### src/design/md5_byte_stream_hasher_macros.svh
// Assertion macros for the MD5 byte-stream hasher.
`ifndef MD5_BYTE_STREAM_HASHER_MACROS_SVH
`define MD5_BYTE_STREAM_HASHER_MACROS_SVH

// Check a property on every clock edge outside reset.
`define MD5H_ASSERT(lbl, prop, msg) \
  lbl: assert property (@(posedge clk_i) disable iff (!rst_ni) (prop)) else $error(msg);

// Check that a condition on one edge implies another on the next edge.
`define MD5H_ASSERT_NEXT(lbl, ante, cons, msg) \
  lbl: assert property (@(posedge clk_i) disable iff (!rst_ni) (ante) |=> (cons)) \
    else $error(msg);

`endif

### src/design/md5h_pkg.sv
// Types, constants and round functions for the MD5 byte-stream hasher.
package md5h_pkg;

  typedef struct packed {
    logic [7:0] data_byte;
    logic       byte_present;
    logic       end_of_message;
  } md5h_in_t;

  typedef struct packed {
    logic [31:0] digest_word;
    logic [1:0]  word_number;
    logic        final_word;
  } md5h_out_t;

  typedef enum logic [2:0] {
    ST_IDLE,
    ST_PAD,
    ST_LOAD,
    ST_ROUND,
    ST_ADD,
    ST_OUT
  } md5h_state_e;

  localparam logic [31:0] IvInit [4] = '{
    32'h67452301, 32'hefcdab89, 32'h98badcfe, 32'h10325476
  };

  localparam logic [7:0] PadByte   = 8'h80;
  localparam logic [3:0] LenLoWord = 4'd14;
  localparam logic [3:0] LenHiWord = 4'd15;
  localparam logic [3:0] LastWord  = 4'd15;
  localparam logic [5:0] LastRound = 6'd63;
  localparam logic [5:0] LastByte  = 6'd63;
  localparam logic [1:0] LastLane  = 2'd3;
  localparam logic [2:0] LenGroup  = 3'd7;
  localparam logic [1:0] LastDigest = 2'd3;

  localparam logic [31:0] RoundConst [64] = '{
    32'hd76aa478, 32'he8c7b756, 32'h242070db, 32'hc1bdceee,
    32'hf57c0faf, 32'h4787c62a, 32'ha8304613, 32'hfd469501,
    32'h698098d8, 32'h8b44f7af, 32'hffff5bb1, 32'h895cd7be,
    32'h6b901122, 32'hfd987193, 32'ha679438e, 32'h49b40821,
    32'hf61e2562, 32'hc040b340, 32'h265e5a51, 32'he9b6c7aa,
    32'hd62f105d, 32'h02441453, 32'hd8a1e681, 32'he7d3fbc8,
    32'h21e1cde6, 32'hc33707d6, 32'hf4d50d87, 32'h455a14ed,
    32'ha9e3e905, 32'hfcefa3f8, 32'h676f02d9, 32'h8d2a4c8a,
    32'hfffa3942, 32'h8771f681, 32'h6d9d6122, 32'hfde5380c,
    32'ha4beea44, 32'h4bdecfa9, 32'hf6bb4b60, 32'hbebfbc70,
    32'h289b7ec6, 32'heaa127fa, 32'hd4ef3085, 32'h04881d05,
    32'hd9d4d039, 32'he6db99e5, 32'h1fa27cf8, 32'hc4ac5665,
    32'hf4292244, 32'h432aff97, 32'hab9423a7, 32'hfc93a039,
    32'h655b59c3, 32'h8f0ccc92, 32'hffeff47d, 32'h85845dd1,
    32'h6fa87e4f, 32'hfe2ce6e0, 32'ha3014314, 32'h4e0811a1,
    32'hf7537e82, 32'hbd3af235, 32'h2ad7d2bb, 32'heb86d391
  };

  localparam logic [4:0] RotAmount [16] = '{
    5'd7, 5'd12, 5'd17, 5'd22, 5'd5, 5'd9, 5'd14, 5'd20,
    5'd4, 5'd11, 5'd16, 5'd23, 5'd6, 5'd10, 5'd15, 5'd21
  };

  function automatic logic [3:0] msg_index(input logic [5:0] k);
    logic [3:0] kk;
    logic [3:0] g;
    kk = k[3:0];
    unique case (k[5:4])
      2'd0:    g = kk;
      2'd1:    g = 4'(kk * 4'd5 + 4'd1);
      2'd2:    g = 4'(kk * 4'd3 + 4'd5);
      default: g = 4'(kk * 4'd7);
    endcase
    return g;
  endfunction

  function automatic logic [31:0] round_fn(input logic [1:0] phase,
                                           input logic [31:0] b,
                                           input logic [31:0] c,
                                           input logic [31:0] d);
    logic [31:0] f;
    unique case (phase)
      2'd0:    f = (b & c) | (~b & d);
      2'd1:    f = (b & d) | (c & ~d);
      2'd2:    f = b ^ c ^ d;
      default: f = c ^ (b | ~d);
    endcase
    return f;
  endfunction

  function automatic logic [31:0] rotl32(input logic [31:0] x, input logic [4:0] s);
    logic [63:0] dbl;
    dbl = {x, x} << s;
    return dbl[63:32];
  endfunction

endpackage

### src/design/md5h_ram.sv
// Generic single-write, single-read RAM with registered read data.
module md5h_ram #(
  parameter int unsigned Width = 32,
  parameter int unsigned Depth = 16,
  localparam int unsigned AddrW = $clog2(Depth)
) (
  input  logic             clk_i,
  input  logic             we_i,
  input  logic [AddrW-1:0] waddr_i,
  input  logic [Width-1:0] wdata_i,
  input  logic [AddrW-1:0] raddr_i,
  output logic [Width-1:0] rdata_o
);

  logic [Width-1:0] mem_q [Depth];
  logic [Width-1:0] rdata_q;

  always_ff @(posedge clk_i) begin
    if (we_i) begin
      mem_q[waddr_i] <= wdata_i;
    end
    rdata_q <= mem_q[raddr_i];
  end

  assign rdata_o = rdata_q;

endmodule

### src/design/md5_byte_stream_hasher.sv
// MD5 digest of a byte stream; message block held in a 16-word RAM, one round per cycle.
// A byte transaction that leaves the block partial is stored, and the hasher stays ready for input.
// A full 64-byte block runs one transform: a load, 64 rounds from the word RAM, then an add.
// End of message: padding words are written up to word 15 ahead of each transform;
// one or two transforms, then four output transactions. Inputs stall meanwhile.
// Reset (async, active low) loads the initial vector and clears the bit count.
`include "md5_byte_stream_hasher_macros.svh"

module md5_byte_stream_hasher
  import md5h_pkg::*;
(
  input  logic      clk_i,
  input  logic      rst_ni,
  input  logic      in_valid_i,
  output logic      in_ready_o,
  input  md5h_in_t  in_data_i,
  output logic      out_valid_o,
  input  logic      out_ready_i,
  output md5h_out_t out_data_o
);

  md5h_state_e state_q, state_d;
  logic [63:0] cnt_q, cnt_d;
  logic [23:0] pack_q, pack_d;
  logic [3:0]  wi_q, wi_d;
  logic        first_q, first_d;
  logic        lenblk_q, lenblk_d;
  logic        fin_q, fin_d;
  logic        pad_q, pad_d;
  logic [5:0]  rnd_q, rnd_d;
  logic [1:0]  oidx_q, oidx_d;
  logic [31:0] cv_q [4];
  logic [31:0] cv_d [4];
  logic [31:0] a_q, b_q, c_q, d_q;
  logic [31:0] a_d, b_d, c_d, d_d;

  logic        acc_in;
  logic [5:0]  pos_old;
  logic [5:0]  pos_new;
  logic        full;
  logic [31:0] pad_word;
  logic [31:0] t_sum;
  logic [31:0] rot;
  logic        ram_we;
  logic [3:0]  ram_waddr;
  logic [31:0] ram_wdata;
  logic [3:0]  ram_raddr;
  logic [31:0] ram_rdata;

  assign acc_in  = in_valid_i && in_ready_o;
  assign pos_old = cnt_q[8:3];
  assign full    = in_data_i.byte_present && (pos_old == LastByte);

  assign in_ready_o  = (state_q == ST_IDLE);
  assign out_valid_o = (state_q == ST_OUT);
  assign out_data_o.digest_word = cv_q[oidx_q];
  assign out_data_o.word_number = oidx_q;
  assign out_data_o.final_word  = (oidx_q == LastDigest);

  always_comb begin
    pad_word = '0;
    if (first_q) begin
      for (int l = 0; l < 3; l++) begin
        if (2'(l) < pos_old[1:0]) begin
          pad_word[8*l +: 8] = pack_q[8*l +: 8];
        end
      end
      pad_word[8*pos_old[1:0] +: 8] = PadByte;
    end else if (lenblk_q && (wi_q == LenLoWord)) begin
      pad_word = cnt_q[31:0];
    end else if (lenblk_q && (wi_q == LenHiWord)) begin
      pad_word = cnt_q[63:32];
    end
  end

  assign t_sum = a_q + round_fn(rnd_q[5:4], b_q, c_q, d_q) + ram_rdata + RoundConst[rnd_q];
  assign rot   = rotl32(t_sum, RotAmount[{rnd_q[5:4], rnd_q[1:0]}]);

  always_comb begin
    state_d = state_q;
    unique case (state_q)
      ST_IDLE: begin
        if (acc_in) begin
          if (full) begin
            state_d = ST_LOAD;
          end else if (in_data_i.end_of_message) begin
            state_d = ST_PAD;
          end
        end
      end
      ST_PAD: begin
        if (wi_q == LastWord) begin
          state_d = ST_LOAD;
        end
      end
      ST_LOAD: state_d = ST_ROUND;
      ST_ROUND: begin
        if (rnd_q == LastRound) begin
          state_d = ST_ADD;
        end
      end
      ST_ADD: begin
        if (!fin_q) begin
          state_d = ST_IDLE;
        end else if (pad_q && lenblk_q) begin
          state_d = ST_OUT;
        end else begin
          state_d = ST_PAD;
        end
      end
      ST_OUT: begin
        if (out_ready_i && (oidx_q == LastDigest)) begin
          state_d = ST_IDLE;
        end
      end
      default: state_d = ST_IDLE;
    endcase
  end

  always_comb begin
    cnt_d    = cnt_q;
    pack_d   = pack_q;
    wi_d     = wi_q;
    first_d  = first_q;
    lenblk_d = lenblk_q;
    fin_d    = fin_q;
    pad_d    = pad_q;
    rnd_d    = rnd_q;
    oidx_d   = oidx_q;
    cv_d     = cv_q;
    a_d      = a_q;
    b_d      = b_q;
    c_d      = c_q;
    d_d      = d_q;
    ram_we    = 1'b0;
    ram_waddr = wi_q;
    ram_wdata = pad_word;
    ram_raddr = msg_index(rnd_q + 6'd1);
    pos_new   = cnt_q[8:3];
    unique case (state_q)
      ST_IDLE: begin
        if (acc_in) begin
          if (in_data_i.byte_present) begin
            cnt_d = cnt_q + 64'd8;
            if (pos_old[1:0] == LastLane) begin
              ram_we    = 1'b1;
              ram_waddr = pos_old[5:2];
              ram_wdata = {in_data_i.data_byte, pack_q};
            end else begin
              for (int l = 0; l < 3; l++) begin
                if (2'(l) == pos_old[1:0]) begin
                  pack_d[8*l +: 8] = in_data_i.data_byte;
                end
              end
            end
          end
          fin_d   = in_data_i.end_of_message;
          pos_new = cnt_d[8:3];
          if (in_data_i.end_of_message && !full) begin
            wi_d     = pos_new[5:2];
            first_d  = 1'b1;
            lenblk_d = (pos_new[5:3] != LenGroup);
            pad_d    = 1'b1;
          end
        end
      end
      ST_PAD: begin
        ram_we  = 1'b1;
        wi_d    = wi_q + 4'd1;
        first_d = 1'b0;
      end
      ST_LOAD: begin
        ram_raddr = msg_index(6'd0);
        a_d   = cv_q[0];
        b_d   = cv_q[1];
        c_d   = cv_q[2];
        d_d   = cv_q[3];
        rnd_d = '0;
      end
      ST_ROUND: begin
        a_d   = d_q;
        d_d   = c_q;
        c_d   = b_q;
        b_d   = b_q + rot;
        rnd_d = rnd_q + 6'd1;
      end
      ST_ADD: begin
        cv_d[0] = cv_q[0] + a_q;
        cv_d[1] = cv_q[1] + b_q;
        cv_d[2] = cv_q[2] + c_q;
        cv_d[3] = cv_q[3] + d_q;
        if (fin_q) begin
          if (!pad_q) begin
            wi_d     = pos_new[5:2];
            first_d  = 1'b1;
            lenblk_d = (pos_new[5:3] != LenGroup);
            pad_d    = 1'b1;
          end else if (!lenblk_q) begin
            wi_d     = '0;
            first_d  = 1'b0;
            lenblk_d = 1'b1;
          end
        end
      end
      ST_OUT: begin
        if (out_ready_i) begin
          oidx_d = oidx_q + 2'd1;
          if (oidx_q == LastDigest) begin
            cv_d  = IvInit;
            cnt_d = '0;
            fin_d = 1'b0;
            pad_d = 1'b0;
          end
        end
      end
      default: ;
    endcase
  end

  always_ff @(posedge clk_i or negedge rst_ni) begin
    if (!rst_ni) begin
      state_q  <= ST_IDLE;
      cnt_q    <= '0;
      wi_q     <= '0;
      first_q  <= 1'b0;
      lenblk_q <= 1'b0;
      fin_q    <= 1'b0;
      pad_q    <= 1'b0;
      rnd_q    <= '0;
      oidx_q   <= '0;
      cv_q     <= IvInit;
    end else begin
      state_q  <= state_d;
      cnt_q    <= cnt_d;
      wi_q     <= wi_d;
      first_q  <= first_d;
      lenblk_q <= lenblk_d;
      fin_q    <= fin_d;
      pad_q    <= pad_d;
      rnd_q    <= rnd_d;
      oidx_q   <= oidx_d;
      cv_q     <= cv_d;
    end
  end

  always_ff @(posedge clk_i) begin
    pack_q <= pack_d;
    a_q    <= a_d;
    b_q    <= b_d;
    c_q    <= c_d;
    d_q    <= d_d;
  end

  md5h_ram #(
    .Width(32),
    .Depth(16)
  ) u_block_ram (
    .clk_i  (clk_i),
    .we_i   (ram_we),
    .waddr_i(ram_waddr),
    .wdata_i(ram_wdata),
    .raddr_i(ram_raddr),
    .rdata_o(ram_rdata)
  );

  `MD5H_ASSERT(a_no_write_in_rounds, !(ram_we && (state_q == ST_LOAD || state_q == ST_ROUND)), "block RAM written during a transform")
  `MD5H_ASSERT(a_ready_valid_excl, !(in_ready_o && out_valid_o), "input taken while digest pending")
  `MD5H_ASSERT_NEXT(a_round_end, (state_q == ST_ROUND && rnd_q == LastRound), (state_q == ST_ADD), "transform did not end after the last round")
  `MD5H_ASSERT_NEXT(a_digest_done, (out_valid_o && out_ready_i && oidx_q == LastDigest), (state_q == ST_IDLE && cnt_q == '0 && cv_q[0] == IvInit[0]), "state not restored after digest")

endmodule
### config.mk
export PLATFORM = sky130hd
export DESIGN_NAME = md5_byte_stream_hasher
export DESIGN_NICKNAME = d
export VERILOG_FILES = /design/src/design/md5h_pkg.sv /design/src/design/md5h_ram.sv /design/src/design/md5_byte_stream_hasher.sv
export VERILOG_INCLUDE_DIRS = /design/src /design/src/design
export SDC_FILE = /design/constraint.sdc
export NUM_CORES = 2
export LEC_CHECK = 0
export ABC_AREA = 1
export BUFFER_PORTS_ARGS = -buffer_cell sky130_fd_sc_hd__buf_2
export CELL_PAD_IN_SITES_DETAIL_PLACEMENT = 1
export CELL_PAD_IN_SITES_GLOBAL_PLACEMENT = 2
export CORE_UTILIZATION = 40
export DETAILED_ROUTE_END_ITERATION = 8
export MAX_ROUTING_LAYER = met4
export PLACE_DENSITY_LB_ADDON = 0.1
export SYNTH_ARGS = -nofsm -noshare
export SYNTH_HDL_FRONTEND = slang
export SYNTH_SLANG_ARGS = --single-unit
### constraint.sdc
create_clock -name clk_i -period 9.69 [get_ports clk_i]
set_input_delay 1.938 -clock clk_i [delete_from_list [all_inputs] [get_ports clk_i]]
set_output_delay 1.938 -clock clk_i [all_outputs]
set_load 0.05 [all_outputs]
==> run metrics <==
WL/cell 27.4 µm; CTS HTree Levels 3; largest stage delay on the critical path 0.56 ns; worst endpoint required time 10.17 ns; Top FF cell, synth edfxtp_1; Worst R2R Start rnd_q[0]; synth unique cells 68; startpoint types register; Critical path origin rnd_q[0]; IO Pins 51; Final min period 9.07 ns; CP Data Arrival Time 9.55 ns; worst-path fanout max 9; clock buffer count from CTS 106; placed cells 8293; GRT Total Usage 33.4%; post-synthesis async set-or-reset flop share 23.0%; synth warn 0; final clock skew 0.0928 ns; CTS Root Buffer Type clkbuf_16; initial antenna violation count 2; hold crit path type register to register; # nets final 6909; layout cells sized above 1 8.31%; RSZ-0062 raised after global routing no; WL final 232000 µm; syn avg cell area 8.46 µm²; largest net degree at the start of global routing 233; register bit total from synthesis 904; most frequent cells in the layout nand2_1, inv_1, o21ai_0; CP Class register to register; final std cells w/o fill 8495; status complete, no violations; register area 0.0259 mm²; Post-synth EDFFs 664; Crit-path slowest cell fa_1; initial DRC count 3970; TritonCTS clock tree built; clk buf depth 3; Slew headroom 12.9%; Post-Route Utilization 45.2%; Worst R2R End b_q[24]; Fill cells 16200; Fin Setup TNS 0 ns; core area 0.138 mm²; most common cell after layout, fill and taps aside nand2_1; Post-CTS Setup Bufs 0; area delta synth->final 11.7%; drt drc 0; area of the multi-input gates 0.0259 mm²; cell mode on critical path nand3_1; Final ANT Viol Nets 0; Final Setup Violations 0; r2r setup slk 0.62 ns; cell area after synthesis 0.0557 mm²; worst-skew pair later-pin latency 0.80 ns; global route overflow 0; Initial Utilization 40.4%; TritonRoute pass-1 iters 5; Die Area 0.141 mm²; die width 375 µm; Via Count 50200; Setup crit end b_q[24]; Reg2Reg Depth 41; Die Span Y 375 µm; Seq/Total Area, Yosys 46.4%; clock slew at reported path FFs 0.06 ns; Slew @ Worst Pin 1.29 ns; f_max 110 MHz; Fin. Hold Viols 0; routability congestion estimate 0.974; vias in the first global route 50500; hpwl dp 164000 µm; via/cell ratio 5.90; CTS sink count 904; Tcrit/Tclk final 93.6%; Core Rows 136; MaxCap Viol Count 0; Worst setup EP type register; Post-Syn Instances 6586; syn nets 6888; hold depth 2; first-pass GRT wire length 340000 µm; port bufs 50; Slew Viols, Final 0
-- cells by family (layout without fill, tap and decap cells) --
group | Yosys count | in the layout | synth area share, %
compound gates | 1916 | 1916 | 19.3
other cells | 0 | 1 | 0
simple gates | 2271 | 2271 | 17.2
buf+inv | 1064 | 1178 | 7.45
flops | 904 | 904 | 46.4
xor+xnor | 142 | 142 | 2.27
fa+ha+maj | 288 | 288 | 7.37
mux | 1 | 1 | 0.0180
-- synthesized netlist by cell type (38+ instances only) --
master	number	share of area [%]
nand4_1	51	0.57
xnor2_1	46	0.72
a21oi_1	614	5.5
ha_1	221	5.0
or2_2	38	0.43
fa_1	67	2.4
o21ai_0	719	6.5
clkbuf_1	199	1.3
dfrtp_1	144	6.5
o22ai_1	222	2.5
o221ai_1	46	0.72
nor3_1	139	1.2
dfstp_2	64	3.0
xor2_1	95	1.5
o21ai_1	71	0.64
o211ai_1	48	0.65
buf_2	66	0.59
nand3_1	378	3.4
nor2_1	520	3.5
edfxtp_1	664	36
nand2_1	1084	7.3
inv_1	747	5.0
-- final cells by class --
class                      instances  area share [%]
clock inverter                    64            1.41
sequential                       904            41.6
timing repair buffer             214            2.52
tap                             1794            3.61
inverter                         763            4.63
antenna                            1         0.00402
multi-input combinational       4618            41.7
clock buffer                     137            4.59
-- stage by stage --
stage / area [µm²] / hold slack, ns / worst slack (ns)
4_1_cts: 62200 / 0.515 / 0.610
6_report: 62200 / 0.513 / 0.620
5_1_grt: 62200 / 0.531 / 0.0807
2_1_floorplan: 55700 / 0.465 / 0.766
3_5_place_dp: 58500 / 0.506 / 0.580
3_3_place_gp: 58500 / 0.499 / 0.363
-- sequential cells by signal (all words and copies together) (netlist names) --
signal,cells
cv_q,128
pack_q,24
first_q,1
state_q,3
pad_q,1
cnt_q,61
fin_q,1
u_block_ram.mem_q,512
oidx_q,2
b_q,32
c_q,32
lenblk_q,1
a_q,32
rnd_q,6
wi_q,4
d_q,32
u_block_ram.rdata_o,32
-- worst max-delay path, delay by kind of cell (launching register included) --
kind / cells / cell delay (ns)
xor+xnor: 1 / 0.15
simple gates: 18 / 3.00
flops: 1 / 0.34
buf+inv: 6 / 0.66
compound gates: 10 / 2.23
fa+ha+maj: 6 / 2.42
-- repair_timing --
item / in CTS / in global routing
hold buffers: 0 / 0
endpoints found under the setup margin: 0 / 1
hold endpoints to repair: 0 / 0
resized for setup: 0 / 2
-- metal layers --
metal,up-vias,track usage [%],share of wire [%]
met3,393,3.62,4.1
met1,25500,42.6,44
met4,0,13.0,4.1
met2,1239,54.6,48
li1,23100,-,-
met5,-,-,0
-- worst min path at each step --
stage | from | end | slack [ns]
after CTS | cv_q[34] | cv_q[34] | 0.51
after detailed placement | cv_q[34] | cv_q[34] | 0.51
after global placement | cv_q[96] | cv_q[96] | 0.50
after floorplan | cv_q[109] | cv_q[109] | 0.46
after global routing | cv_q[34] | cv_q[34] | 0.53
final | cv_q[34] | cv_q[34] | 0.51
Power is left out: the tool's default activity adds up to more than one toggle a clock period on the data nets, which glitch-free logic cannot reach.
